==> src/design/hfl_pkg.sv <==
// package for the hex record flash loader
// types, codes, reset values and sizes shared by the queue, parser, sequencer and top
// no dependencies
`default_nettype none
package hfl_pkg;

	localparam int MAX_DATA_BYTES_DEF = 64;

	localparam logic [31:0] APP_START_RST   = 32'h0800_4000;
	localparam logic [31:0] FLASH_LIMIT_RST = 32'h0810_0000;

	localparam logic CFG_APP_START   = 1'b0;
	localparam logic CFG_FLASH_LIMIT = 1'b1;

	localparam logic [7:0] MARKER     = 8'h3A;
	localparam logic [7:0] REC_DATA   = 8'h00;
	localparam logic [7:0] REC_END    = 8'h01;
	localparam logic [7:0] REC_EXT_LA = 8'h04;
	localparam logic [7:0] REC_ST_LA  = 8'h05;

	localparam logic [1:0] ST_OK  = 2'd0;
	localparam logic [1:0] ST_BAD = 2'd1;
	localparam logic [1:0] ST_FIN = 2'd2;

	localparam logic KIND_WRITE  = 1'b0;
	localparam logic KIND_STATUS = 1'b1;

	localparam int CNT_W  = 6;
	localparam int QDEPTH = 4;
	localparam int QAW    = 2;

	typedef enum logic [2:0] {
		PH_MARK,
		PH_LEN,
		PH_AHI,
		PH_ALO,
		PH_TYPE,
		PH_DATA,
		PH_SUM
	} phase_t;

	typedef enum logic [1:0] {
		B_IDLE,
		B_FETCH,
		B_WORD,
		B_STAT
	} bstate_t;

	typedef struct packed {
		logic [31:0]      base;
		logic             bank;
		logic [CNT_W-1:0] count;
		logic             has_status;
		logic [1:0]       status;
	} cmd_t;

endpackage
`default_nettype wire

==> src/design/hfl_if.sv <==
// channel interfaces for the hex record flash loader
// byte channel in, result channel out; no dependencies
`default_nettype none
interface hfl_byte_if;
	logic       valid;
	logic       ready;
	logic [7:0] data_byte;
	logic       last_in_buffer;
	modport source(output valid, data_byte, last_in_buffer, input ready);
	modport sink(input valid, data_byte, last_in_buffer, output ready);
endinterface

interface hfl_result_if;
	logic        valid;
	logic        ready;
	logic        result_kind;
	logic [31:0] write_address;
	logic [31:0] write_word;
	logic [1:0]  buffer_status;
	logic        last_of_run;
	modport source(output valid, result_kind, write_address, write_word, buffer_status,
		last_of_run, input ready);
	modport sink(input valid, result_kind, write_address, write_word, buffer_status,
		last_of_run, output ready);
endinterface
`default_nettype wire

==> src/design/hfl_ram.sv <==
// generic single write, single read ram with registered read data
// no dependencies
`default_nettype none
module hfl_ram #(
	parameter int WIDTH = 32,
	parameter int DEPTH = 32
) (
	input  wire logic                     clk,
	input  wire logic                     we,
	input  wire logic [$clog2(DEPTH)-1:0] waddr,
	input  wire logic [WIDTH-1:0]         wdata,
	input  wire logic                     re,
	input  wire logic [$clog2(DEPTH)-1:0] raddr,
	output logic      [WIDTH-1:0]         rdata
);

	logic [WIDTH-1:0] mem_q [DEPTH];

	always_ff @(posedge clk) begin
		if (we) begin
			mem_q[waddr] <= wdata;
		end
		if (re) begin
			rdata <= mem_q[raddr];
		end
	end

endmodule
`default_nettype wire

==> src/design/hfl_cmdq.sv <==
// short command queue between the record parser and the write sequencer
// depends on hfl_pkg
`default_nettype none
module hfl_cmdq (
	input  wire logic          clk,
	input  wire logic          arst_n,
	input  wire logic          push,
	input  wire hfl_pkg::cmd_t push_cmd,
	output logic               full,
	input  wire logic          pop,
	output hfl_pkg::cmd_t      pop_cmd,
	output logic               empty
);

	hfl_pkg::cmd_t              slot_q [hfl_pkg::QDEPTH];
	logic [hfl_pkg::QAW-1:0]    wptr_q;
	logic [hfl_pkg::QAW-1:0]    rptr_q;
	logic [hfl_pkg::QAW:0]      fill_q;

	assign full    = (fill_q == (hfl_pkg::QAW+1)'(hfl_pkg::QDEPTH));
	assign empty   = (fill_q == '0);
	assign pop_cmd = slot_q[rptr_q];

	always_ff @(posedge clk) begin
		if (push) begin
			slot_q[wptr_q] <= push_cmd;
		end
	end

	always_ff @(posedge clk or negedge arst_n) begin
		if (!arst_n) begin
			wptr_q <= '0;
			rptr_q <= '0;
			fill_q <= '0;
		end else begin
			if (push) begin
				wptr_q <= wptr_q + 1'b1;
			end
			if (pop) begin
				rptr_q <= rptr_q + 1'b1;
			end
			case ({push, pop})
				2'b10:   fill_q <= fill_q + 1'b1;
				2'b01:   fill_q <= fill_q - 1'b1;
				default: fill_q <= fill_q;
			endcase
		end
	end

endmodule
`default_nettype wire

==> src/design/hfl_front.sv <==
// record parser: takes bytes, checks records, fills the word store, queues commands
// depends on hfl_pkg, hfl_if
`default_nettype none
module hfl_front #(
	parameter int MAX_DATA_BYTES = hfl_pkg::MAX_DATA_BYTES_DEF,
	parameter int WIDX_W         = 4
) (
	input  wire logic              clk,
	input  wire logic              arst_n,
	hfl_byte_if.sink               byte_ch,
	input  wire logic              cfg_we,
	input  wire logic              cfg_index,
	input  wire logic [31:0]       cfg_data,
	output logic                   push,
	output hfl_pkg::cmd_t          push_cmd,
	input  wire logic              q_full,
	input  wire logic              back_busy,
	output logic                   ram_we,
	output logic [WIDX_W:0]        ram_waddr,
	output logic [31:0]            ram_wdata
);

	logic [31:0]      app_start_q;
	logic [31:0]      flash_limit_q;

	hfl_pkg::phase_t  phase_q, phase_n;
	logic [7:0]       count_q, count_n;
	logic [7:0]       len_q, len_n;
	logic [15:0]      offset_q, offset_n;
	logic [7:0]       type_q, type_n;
	logic [7:0]       sum_q, sum_n;
	logic [15:0]      upper_q, upper_n;
	logic [7:0]       up_hi_q, up_hi_n;
	logic [7:0]       up_lo_q, up_lo_n;
	logic [23:0]      acc_q, acc_n;
	logic [7:0]       held_len_q, held_len_n;
	logic             held_bank_q, held_bank_n;
	logic             rec_bank_q, rec_bank_n;
	logic             discard_q, discard_n;
	logic [1:0]       pend_q, pend_n;

	logic             accept;
	logic [7:0]       b;
	logic [31:0]      rec_addr;
	logic [7:0]       sum_chk;
	logic [1:0]       st;

	assign byte_ch.ready = !q_full &&
		!(phase_q == hfl_pkg::PH_DATA && !discard_q && back_busy);
	assign accept   = byte_ch.valid && byte_ch.ready;
	assign b        = byte_ch.data_byte;
	assign rec_addr = {upper_q, offset_q};
	assign sum_chk  = sum_q + b;

	always_ff @(posedge clk or negedge arst_n) begin
		if (!arst_n) begin
			app_start_q   <= hfl_pkg::APP_START_RST;
			flash_limit_q <= hfl_pkg::FLASH_LIMIT_RST;
		end else if (cfg_we) begin
			case (cfg_index)
				hfl_pkg::CFG_APP_START:   app_start_q   <= cfg_data;
				hfl_pkg::CFG_FLASH_LIMIT: flash_limit_q <= cfg_data;
				default:                  app_start_q   <= app_start_q;
			endcase
		end
	end

	always_comb begin
		phase_n     = phase_q;
		count_n     = count_q;
		len_n       = len_q;
		offset_n    = offset_q;
		type_n      = type_q;
		sum_n       = sum_q;
		upper_n     = upper_q;
		up_hi_n     = up_hi_q;
		up_lo_n     = up_lo_q;
		acc_n       = acc_q;
		held_len_n  = held_len_q;
		held_bank_n = held_bank_q;
		rec_bank_n  = rec_bank_q;
		discard_n   = discard_q;
		pend_n      = pend_q;
		push        = 1'b0;
		push_cmd    = '0;
		ram_we      = 1'b0;
		ram_waddr   = {rec_bank_q, count_q[WIDX_W+1:2]};
		ram_wdata   = {b, acc_q};
		st          = hfl_pkg::ST_OK;
		if (accept) begin
			if (!discard_q) begin
				case (phase_q)
					hfl_pkg::PH_MARK: begin
						if (b != hfl_pkg::MARKER) begin
							pend_n    = hfl_pkg::ST_BAD;
							discard_n = 1'b1;
							phase_n   = hfl_pkg::PH_MARK;
						end else begin
							sum_n   = '0;
							count_n = '0;
							up_hi_n = '0;
							up_lo_n = '0;
							phase_n = hfl_pkg::PH_LEN;
						end
					end
					hfl_pkg::PH_LEN: begin
						if (b > 8'(MAX_DATA_BYTES)) begin
							pend_n    = hfl_pkg::ST_BAD;
							discard_n = 1'b1;
							phase_n   = hfl_pkg::PH_MARK;
						end else begin
							len_n   = b;
							sum_n   = sum_chk;
							phase_n = hfl_pkg::PH_AHI;
						end
					end
					hfl_pkg::PH_AHI: begin
						offset_n = {b, 8'h00};
						sum_n    = sum_chk;
						phase_n  = hfl_pkg::PH_ALO;
					end
					hfl_pkg::PH_ALO: begin
						offset_n = {offset_q[15:8], b};
						sum_n    = sum_chk;
						phase_n  = hfl_pkg::PH_TYPE;
					end
					hfl_pkg::PH_TYPE: begin
						type_n  = b;
						sum_n   = sum_chk;
						phase_n = (len_q != '0) ? hfl_pkg::PH_DATA : hfl_pkg::PH_SUM;
					end
					hfl_pkg::PH_DATA: begin
						case (count_q[1:0])
							2'd0:    acc_n[7:0]   = b;
							2'd1:    acc_n[15:8]  = b;
							2'd2:    acc_n[23:16] = b;
							default: ram_we       = 1'b1;
						endcase
						if (count_q == 8'd0) begin
							up_hi_n = b;
						end
						if (count_q == 8'd1) begin
							up_lo_n = b;
						end
						sum_n   = sum_chk;
						count_n = count_q + 8'd1;
						if (count_n >= len_q) begin
							phase_n = hfl_pkg::PH_SUM;
						end
					end
					hfl_pkg::PH_SUM: begin
						phase_n = hfl_pkg::PH_MARK;
						if (sum_chk != 8'h00) begin
							pend_n    = hfl_pkg::ST_BAD;
							discard_n = 1'b1;
						end else begin
							case (type_q)
								hfl_pkg::REC_DATA: begin
									if (rec_addr >= flash_limit_q) begin
										pend_n    = hfl_pkg::ST_BAD;
										discard_n = 1'b1;
									end else if (rec_addr == app_start_q) begin
										held_len_n  = len_q;
										held_bank_n = rec_bank_q;
										rec_bank_n  = !rec_bank_q;
									end else begin
										push_cmd.base  = rec_addr;
										push_cmd.bank  = rec_bank_q;
										push_cmd.count = len_q[7:2];
										push           = (len_q[7:2] != '0);
									end
								end
								hfl_pkg::REC_END: begin
									push_cmd.base  = app_start_q;
									push_cmd.bank  = held_bank_q;
									push_cmd.count = held_len_q[7:2];
									push           = (held_len_q[7:2] != '0);
									pend_n         = hfl_pkg::ST_FIN;
									discard_n      = 1'b1;
								end
								hfl_pkg::REC_EXT_LA: upper_n = {up_hi_q, up_lo_q};
								hfl_pkg::REC_ST_LA:  upper_n = upper_q;
								default: begin
									pend_n    = hfl_pkg::ST_BAD;
									discard_n = 1'b1;
								end
							endcase
						end
					end
					default: begin
						pend_n    = hfl_pkg::ST_BAD;
						discard_n = 1'b1;
						phase_n   = hfl_pkg::PH_MARK;
					end
				endcase
			end
			if (byte_ch.last_in_buffer) begin
				st = pend_n;
				if (!discard_n && phase_n != hfl_pkg::PH_MARK) begin
					st = hfl_pkg::ST_BAD;
				end
				push                = 1'b1;
				push_cmd.has_status = 1'b1;
				push_cmd.status     = st;
				phase_n             = hfl_pkg::PH_MARK;
				count_n             = '0;
				discard_n           = 1'b0;
				pend_n              = hfl_pkg::ST_OK;
			end
		end
	end

	always_ff @(posedge clk or negedge arst_n) begin
		if (!arst_n) begin
			phase_q     <= hfl_pkg::PH_MARK;
			count_q     <= '0;
			len_q       <= '0;
			offset_q    <= '0;
			type_q      <= '0;
			sum_q       <= '0;
			upper_q     <= '0;
			up_hi_q     <= '0;
			up_lo_q     <= '0;
			held_len_q  <= '0;
			held_bank_q <= 1'b0;
			rec_bank_q  <= 1'b0;
			discard_q   <= 1'b0;
			pend_q      <= hfl_pkg::ST_OK;
		end else begin
			phase_q     <= phase_n;
			count_q     <= count_n;
			len_q       <= len_n;
			offset_q    <= offset_n;
			type_q      <= type_n;
			sum_q       <= sum_n;
			upper_q     <= upper_n;
			up_hi_q     <= up_hi_n;
			up_lo_q     <= up_lo_n;
			held_len_q  <= held_len_n;
			held_bank_q <= held_bank_n;
			rec_bank_q  <= rec_bank_n;
			discard_q   <= discard_n;
			pend_q      <= pend_n;
		end
	end

	always_ff @(posedge clk) begin
		acc_q <= acc_n;
	end

endmodule
`default_nettype wire

==> src/design/hfl_back.sv <==
// write sequencer: pops commands, reads stored words, drives the result channel
// depends on hfl_pkg, hfl_if
`default_nettype none
module hfl_back #(
	parameter int WIDX_W = 4
) (
	input  wire logic          clk,
	input  wire logic          arst_n,
	input  wire hfl_pkg::cmd_t pop_cmd,
	input  wire logic          empty,
	output logic               pop,
	output logic               busy,
	output logic               ram_re,
	output logic [WIDX_W:0]    ram_raddr,
	input  wire logic [31:0]   ram_rdata,
	hfl_result_if.source       result_ch
);

	hfl_pkg::bstate_t          state_q, state_n;
	logic [31:0]               addr_q;
	logic                      bank_q;
	logic [hfl_pkg::CNT_W-1:0] cnt_q;
	logic [WIDX_W-1:0]         idx_q;
	logic                      has_st_q;
	logic [1:0]                st_q;
	logic                      word_done;

	assign busy      = (state_q != hfl_pkg::B_IDLE);
	assign ram_raddr = {bank_q, idx_q};
	assign word_done = (state_q == hfl_pkg::B_WORD) && result_ch.ready;

	always_ff @(posedge clk or negedge arst_n) begin
		if (!arst_n) begin
			state_q <= hfl_pkg::B_IDLE;
		end else begin
			state_q <= state_n;
		end
	end

	always_comb begin
		state_n                 = state_q;
		pop                     = 1'b0;
		ram_re                  = 1'b0;
		result_ch.valid         = 1'b0;
		result_ch.result_kind   = hfl_pkg::KIND_WRITE;
		result_ch.write_address = addr_q;
		result_ch.write_word    = ram_rdata;
		result_ch.buffer_status = hfl_pkg::ST_OK;
		result_ch.last_of_run   = (cnt_q == hfl_pkg::CNT_W'(1)) && !has_st_q;
		case (state_q)
			hfl_pkg::B_IDLE: begin
				if (!empty) begin
					pop     = 1'b1;
					state_n = (pop_cmd.count != '0) ? hfl_pkg::B_FETCH : hfl_pkg::B_STAT;
				end
			end
			hfl_pkg::B_FETCH: begin
				ram_re  = 1'b1;
				state_n = hfl_pkg::B_WORD;
			end
			hfl_pkg::B_WORD: begin
				result_ch.valid = 1'b1;
				if (result_ch.ready) begin
					if (cnt_q > hfl_pkg::CNT_W'(1)) begin
						state_n = hfl_pkg::B_FETCH;
					end else if (has_st_q) begin
						state_n = hfl_pkg::B_STAT;
					end else begin
						state_n = hfl_pkg::B_IDLE;
					end
				end
			end
			hfl_pkg::B_STAT: begin
				result_ch.valid         = 1'b1;
				result_ch.result_kind   = hfl_pkg::KIND_STATUS;
				result_ch.write_address = '0;
				result_ch.write_word    = '0;
				result_ch.buffer_status = st_q;
				result_ch.last_of_run   = 1'b1;
				if (result_ch.ready) begin
					state_n = hfl_pkg::B_IDLE;
				end
			end
			default: state_n = hfl_pkg::B_IDLE;
		endcase
	end

	always_ff @(posedge clk) begin
		if (pop) begin
			addr_q   <= pop_cmd.base;
			bank_q   <= pop_cmd.bank;
			cnt_q    <= pop_cmd.count;
			idx_q    <= '0;
			has_st_q <= pop_cmd.has_status;
			st_q     <= pop_cmd.status;
		end else if (word_done) begin
			addr_q <= addr_q + 32'd4;
			cnt_q  <= cnt_q - 1'b1;
			idx_q  <= idx_q + 1'b1;
		end
	end

	a_word_has_count: assert property (@(posedge clk) disable iff (!arst_n)
		state_q == hfl_pkg::B_WORD |-> cnt_q != '0)
		else $error("word result with no words left");

	a_fetch_then_word: assert property (@(posedge clk) disable iff (!arst_n)
		state_q == hfl_pkg::B_FETCH |=> state_q == hfl_pkg::B_WORD)
		else $error("fetch not followed by word result");

	a_pop_when_idle: assert property (@(posedge clk) disable iff (!arst_n)
		pop |-> (state_q == hfl_pkg::B_IDLE) && !empty)
		else $error("pop outside idle or from empty queue");

endmodule
`default_nettype wire

==> src/design/hex_record_flash_loader.sv <==
// hex record flash loader top: parser, command queue, word store and write sequencer
// depends on hfl_pkg, hfl_if, hfl_ram, hfl_cmdq, hfl_front, hfl_back
// takes one byte a cycle while the command queue has room; bytes in the data phase wait while the sequencer has work
// a buffer's status word is queued with its last byte, then popped by the idle sequencer and sent from its status state
// each word write in the sequencer is a store read in its fetch state, then a result in its word state
// reset: parser at record marker, queue empty, registers at defaults, store not cleared
`default_nettype none
module hex_record_flash_loader #(
	parameter int MAX_DATA_BYTES = hfl_pkg::MAX_DATA_BYTES_DEF
) (
	input  wire logic        clk,
	input  wire logic        arst_n,
	hfl_byte_if.sink         byte_ch,
	hfl_result_if.source     result_ch,
	input  wire logic        cfg_we,
	input  wire logic        cfg_index,
	input  wire logic [31:0] cfg_data
);

	localparam int STORE_WORDS = (MAX_DATA_BYTES + 3) / 4;
	localparam int WIDX_W      = (STORE_WORDS > 1) ? $clog2(STORE_WORDS) : 1;
	localparam int RAM_DEPTH   = 2 * (2 ** WIDX_W);

	logic          push;
	hfl_pkg::cmd_t push_cmd;
	logic          q_full;
	logic          pop;
	hfl_pkg::cmd_t pop_cmd;
	logic          q_empty;
	logic          back_busy;
	logic          ram_we;
	logic [WIDX_W:0] ram_waddr;
	logic [31:0]   ram_wdata;
	logic          ram_re;
	logic [WIDX_W:0] ram_raddr;
	logic [31:0]   ram_rdata;
	logic          busy_any;

	assign busy_any = back_busy || !q_empty;

	hfl_front #(
		.MAX_DATA_BYTES(MAX_DATA_BYTES),
		.WIDX_W(WIDX_W)
	) u_front (
		.clk(clk),
		.arst_n(arst_n),
		.byte_ch(byte_ch),
		.cfg_we(cfg_we),
		.cfg_index(cfg_index),
		.cfg_data(cfg_data),
		.push(push),
		.push_cmd(push_cmd),
		.q_full(q_full),
		.back_busy(busy_any),
		.ram_we(ram_we),
		.ram_waddr(ram_waddr),
		.ram_wdata(ram_wdata)
	);

	hfl_cmdq u_cmdq (
		.clk(clk),
		.arst_n(arst_n),
		.push(push),
		.push_cmd(push_cmd),
		.full(q_full),
		.pop(pop),
		.pop_cmd(pop_cmd),
		.empty(q_empty)
	);

	hfl_ram #(
		.WIDTH(32),
		.DEPTH(RAM_DEPTH)
	) u_store (
		.clk(clk),
		.we(ram_we),
		.waddr(ram_waddr),
		.wdata(ram_wdata),
		.re(ram_re),
		.raddr(ram_raddr),
		.rdata(ram_rdata)
	);

	hfl_back #(
		.WIDX_W(WIDX_W)
	) u_back (
		.clk(clk),
		.arst_n(arst_n),
		.pop_cmd(pop_cmd),
		.empty(q_empty),
		.pop(pop),
		.busy(back_busy),
		.ram_re(ram_re),
		.ram_raddr(ram_raddr),
		.ram_rdata(ram_rdata),
		.result_ch(result_ch)
	);

endmodule
`default_nettype wire
==> src/flat_wrapper.sv <==
// flat-port wrapper written by rule: the top's interface ports become plain ports
module hex_record_flash_loader_flat 
#(
	parameter int MAX_DATA_BYTES = hfl_pkg::MAX_DATA_BYTES_DEF
)
  (clk, arst_n, cfg_we, cfg_index, cfg_data, byte_ch_valid, byte_ch_data_byte, byte_ch_last_in_buffer, byte_ch_ready, result_ch_valid, result_ch_result_kind, result_ch_write_address, result_ch_write_word, result_ch_buffer_status, result_ch_last_of_run, result_ch_ready);
  hfl_byte_if byte_ch_i ();
  hfl_result_if result_ch_i ();
  input  wire logic clk;
  input  wire logic arst_n;
  input  wire logic cfg_we;
  input  wire logic cfg_index;
  input  wire logic [31:0] cfg_data;
  input wire logic [$bits(byte_ch_i.valid)-1:0] byte_ch_valid;
  input wire logic [$bits(byte_ch_i.data_byte)-1:0] byte_ch_data_byte;
  input wire logic [$bits(byte_ch_i.last_in_buffer)-1:0] byte_ch_last_in_buffer;
  output wire logic [$bits(byte_ch_i.ready)-1:0] byte_ch_ready;
  output wire logic [$bits(result_ch_i.valid)-1:0] result_ch_valid;
  output wire logic [$bits(result_ch_i.result_kind)-1:0] result_ch_result_kind;
  output wire logic [$bits(result_ch_i.write_address)-1:0] result_ch_write_address;
  output wire logic [$bits(result_ch_i.write_word)-1:0] result_ch_write_word;
  output wire logic [$bits(result_ch_i.buffer_status)-1:0] result_ch_buffer_status;
  output wire logic [$bits(result_ch_i.last_of_run)-1:0] result_ch_last_of_run;
  input wire logic [$bits(result_ch_i.ready)-1:0] result_ch_ready;
  assign byte_ch_i.valid = byte_ch_valid;
  assign byte_ch_i.data_byte = byte_ch_data_byte;
  assign byte_ch_i.last_in_buffer = byte_ch_last_in_buffer;
  assign byte_ch_ready = byte_ch_i.ready;
  assign result_ch_valid = result_ch_i.valid;
  assign result_ch_result_kind = result_ch_i.result_kind;
  assign result_ch_write_address = result_ch_i.write_address;
  assign result_ch_write_word = result_ch_i.write_word;
  assign result_ch_buffer_status = result_ch_i.buffer_status;
  assign result_ch_last_of_run = result_ch_i.last_of_run;
  assign result_ch_i.ready = result_ch_ready;
  hex_record_flash_loader #(.MAX_DATA_BYTES(MAX_DATA_BYTES)) u_core (.clk(clk), .arst_n(arst_n), .byte_ch(byte_ch_i), .result_ch(result_ch_i), .cfg_we(cfg_we), .cfg_index(cfg_index), .cfg_data(cfg_data));
endmodule
==> config.mk <==
export PLATFORM = sky130hd
export DESIGN_NAME = hex_record_flash_loader_flat
export DESIGN_NICKNAME = d
export VERILOG_FILES = /design/src/design/hfl_pkg.sv /design/src/design/hfl_if.sv /design/src/design/hfl_ram.sv /design/src/design/hfl_cmdq.sv /design/src/design/hfl_front.sv /design/src/design/hfl_back.sv /design/src/design/hex_record_flash_loader.sv /design/src/flat_wrapper.sv
export SDC_FILE = /design/constraint.sdc
export NUM_CORES = 2
export LEC_CHECK = 0
export CORE_MARGIN = 1.5
export CORE_UTILIZATION = 60
export CTS_CLUSTER_DIAMETER = 40
export DETAILED_ROUTE_END_ITERATION = 8
export DONT_BUFFER_PORTS = 1
export PLACE_DENSITY = 0.75
export SLEW_MARGIN = 20
export SYNTH_ARGS = -nofsm -noshare
export SYNTH_HDL_FRONTEND = slang
export SYNTH_HIERARCHICAL = 1
export SYNTH_SLANG_ARGS = --single-unit
==> constraint.sdc <==
create_clock -name clk -period 5.5 [get_ports clk]
set_clock_uncertainty 0.1 [all_clocks]
set_input_delay 0.275 -clock clk [delete_from_list [all_inputs] [get_ports clk]]
set_output_delay 0.275 -clock clk [all_outputs]
set_load 0.005 [all_outputs]
==> flow_summary.ini <==
[detailed_routing]
wirelength_um = 144000
antenna_left = 0
vias_per_cell = 6.43
drc = 0
drt_iter0_markers = 4076
firstDrtPassIters = 6
post_drt_wl_per_cell_um = 27.3
vias = 33942

[die]
core_sq_um = 98900
start_util_pct = 60.8
rows = 115
pin_count = 117
die_area_sq_um = 102000
die_h_um = 320
die_width_um = 320

[synthesis]
synthDistinctLibCells = 77
synth_warnings = 6
synth_flop_cell = edfxtp_1
synth_area_leader_cell = edfxtp_1
synthTopCellsByCount = edfxtp_1 (1,290), mux2i_1 (515), nand2_1 (230)
synthCells = 3758
netlist_area_sq_um = 60100
yosysSeqAreaShare_pct = 71.5
syn-num-nets = 3867
ys_ff_latch = 1461
synth_most_common_cell = edfxtp_1
synth_edf_count = 1290
synth_area_leaders = edfxtp_1 (64%), mux2i_1 (8.6%), dfrtp_1 (6.8%)
ys_async_sr_fraction_pct = 11.4
yosysTopAreaCellShare_pct = 64.4
syn_area_per_cell_sq_um = 16.0

[clocking]
cts_buffer_depth = 3
cts.clk_slew.worst_paths_ps = 60
clockRootBuffer = clkbuf_16
cts-buffers-inserted = 160
h-tree-depth = 4
clock_sinks = 1461
cts_tree = yes
insertion_delay_ps = 770
cts_resized = 0

[grt]
grt_first_pass_wirelength_um = 215000
track_usage_pct = 28.4
grt_pass1_vias = 33707
antenna_found_initial = 4
overflow = 0
grt_max_degree = 168

[setup_path]
cp-end-kind = flop
r2r-start = u_core/u_back/state_q[0]
critPathKind = reg -> reg
regToRegSetupSlack_ps = 900
reg2reg_depth = 9
required_ps = 5830
start_kind = flop
crit_path_max_fanout = 19
reg2reg_to = u_core/u_store/mem_q[10][21]
arrival_ps = 4930

[pwr]
ir_worst_vdd_v = 0.000407
leakagePower_nw = 23.4
powerDensity_nw_per_um2 = 448
finalPower_w = 0.0304

[placement]
dpl.cell_count = 4923
io_buffer_count = 0
gp_congestion = 0.894
dpl.hpwl_um = 85800
place_ws_ps = 948

[sta]
setup_viol = 0
slew_headroom_pct = 24.1
finalMaxSlewViolations = 0
tightest_slew_ps = 1140
rsz0062_at_grt = no
fmax_mhz = 217
setup_ws_ps = 898
fin_setup_tns_ps = 0
fin_crit_ps = 4600
finalHoldViolCount = 0
min_period_over_period_pct = 83.7

[layout]
drive_above_1_share_pct = 14.4
fin_cells = 5282
syn_to_final_growth_pct = 12.7
num_antenna_cells = 0
n_fill_cell = 6163
finalNetCount = 3977
finish.utilization_pct = 68.6

[hold_path]
hold_class = in -> reg
hold_depth = 6
hp-start = byte_ch_data_byte[1]
holdPathEnd = u_core/u_front/sum_q[3]

[job]
maxCapViolCount = 0

[run_status]
status = finished clean
==> flip-flops by register name (all words and copies together), names as in the netlist, 8 cells and up <==
name,count
u_core/u_back/addr_q,32
u_core/u_cmdq/slot_q,168
u_core/u_front/acc_q,24
u_core/u_front/app_start_q,32
u_core/u_front/count_q,8
u_core/u_front/flash_limit_q,32
u_core/u_front/len_q,8
u_core/u_front/offset_q,16
u_core/u_front/sum_q,8
u_core/u_front/type_q,8
u_core/u_front/up_hi_q,8
u_core/u_front/up_lo_q,8
u_core/u_front/upper_q,16
u_core/u_store/mem_q,1024
u_core/u_store/rdata,32
==> how the worst max path moves through the flow <==
stage,start,to,depth (start not counted)
after floorplan,u_core/u_front/sum_q[0],u_core/u_cmdq/slot_q[0][0],11
after detailed placement,u_core/u_back/state_q[0],u_core/u_store/mem_q[6][18],9
after global routing,u_core/u_back/state_q[0],u_core/u_store/mem_q[6][19],9
after global placement,u_core/u_back/state_q[0],u_core/u_store/mem_q[6][18],9
final,u_core/u_back/state_q[0],u_core/u_store/mem_q[10][21],9
after CTS,u_core/u_back/state_q[0],u_core/u_store/mem_q[6][18],9
==> worst max-delay path: stages, from the launching register on <==
cell	delay (ps)
dfrtp_1	500
or2_2	320
nand2b_1	210
a311o_1	470
nor2_1	130
buf_4	170
and3_1	320
nand3b_1	650
nor2_4	920
buf_4	440
==> final cells by class <==
cell class / instances / area (sq um) / area share [%]
clock buffers: 184 / 4200 / 6.20
clock inverters: 105 / 1020 / 1.50
inverters: 65 / 244 / 0.360
multi-input cells: 2023 / 16000 / 23.5
flip-flops and latches: 1461 / 43000 / 63.5
well taps: 1287 / 1610 / 2.38
repair buffers: 157 / 1730 / 2.56
==> metal layers <==
layer | GRT usage [%] | part of all wire (%) | vias up
met1 | 41.0 | 41 | 17259
li1 | - | - | 14718
met2 | 44.5 | 48 | 1724
met5 | 0 | 0.0069 | -
met3 | 4.98 | 9.3 | 239
met4 | 8.73 | 2.5 | 2
==> power breakdown <==
part	switching (W)	internal, W
logic	0.00393	0.00255
registers	0.000630	0.0128
clock network	0.00437	0.00614
total	0.00893	0.0214
==> stage by stage <==
stage | cell area (sq um) | hold slack [ps]
2_1_floorplan | 60100 | -121
3_3_place_gp | 61500 | -116
3_5_place_dp | 61700 | -115
4_1_cts | 67600 | 13.0
5_1_grt | 67800 | 104
6_report | 67800 | 49.0
==> timing repair <==
item / in CTS / in global routing
hold buffers: 58 / 0
setup buffers: 0 / 0
setup endpoints to repair: 0 / 0
endpoints found under the hold margin: 595 / 0
==> cell families after synthesis <==
family	after synthesis	synth area share [%]
multiplexers	667	12.3
AND/OR/NAND/NOR	721	5.84
AO/OA/AOI/OAI	488	5.37
adder cells (fa/ha/maj)	62	1.32
buffers and inverters	274	2.43
XOR/XNOR	85	1.24
flip-flops	1461	71.5
==> cells in the final DEF (no fill, tap or decap), types with 8 or more instances in the layout <==
cell | netlist | layout
buf_8 | 0 | 14
clkinv_4 | 0 | 8
nor3_1 | 52 | 51
buf_4 | 49 | 69
nor2_1 | 126 | 93
a31oi_1 | 37 | 37
and3_1 | 17 | 17
inv_6 | 0 | 11
a22o_1 | 71 | 71
clkinvlp_4 | 0 | 10
nand2_1 | 230 | 227
clkbuf_16 | 0 | 164
dlygate4sd3_1 | 0 | 49
ha_1 | 60 | 60
edfxtp_1 | 1290 | 1290
nor4_1 | 23 | 23
o21ai_0 | 82 | 82
clkbuf_1 | 85 | 18
xor2_1 | 53 | 53
xnor2_1 | 32 | 32
a22oi_1 | 136 | 136
dfrtp_1 | 163 | 161
a21oi_1 | 117 | 117
nand3_1 | 122 | 122
inv_1 | 64 | 64
mux2_2 | 103 | 103
buf_12 | 4 | 23
clkinv_2 | 0 | 22
and2_1 | 67 | 62
nand4_1 | 17 | 17
mux2i_1 | 515 | 515
mux4_2 | 38 | 38
clkinv_1 | 1 | 29
bufinv_16 | 0 | 13
nor2_4 | 0 | 33
Note: power is estimated with default switching activity, not from simulation.
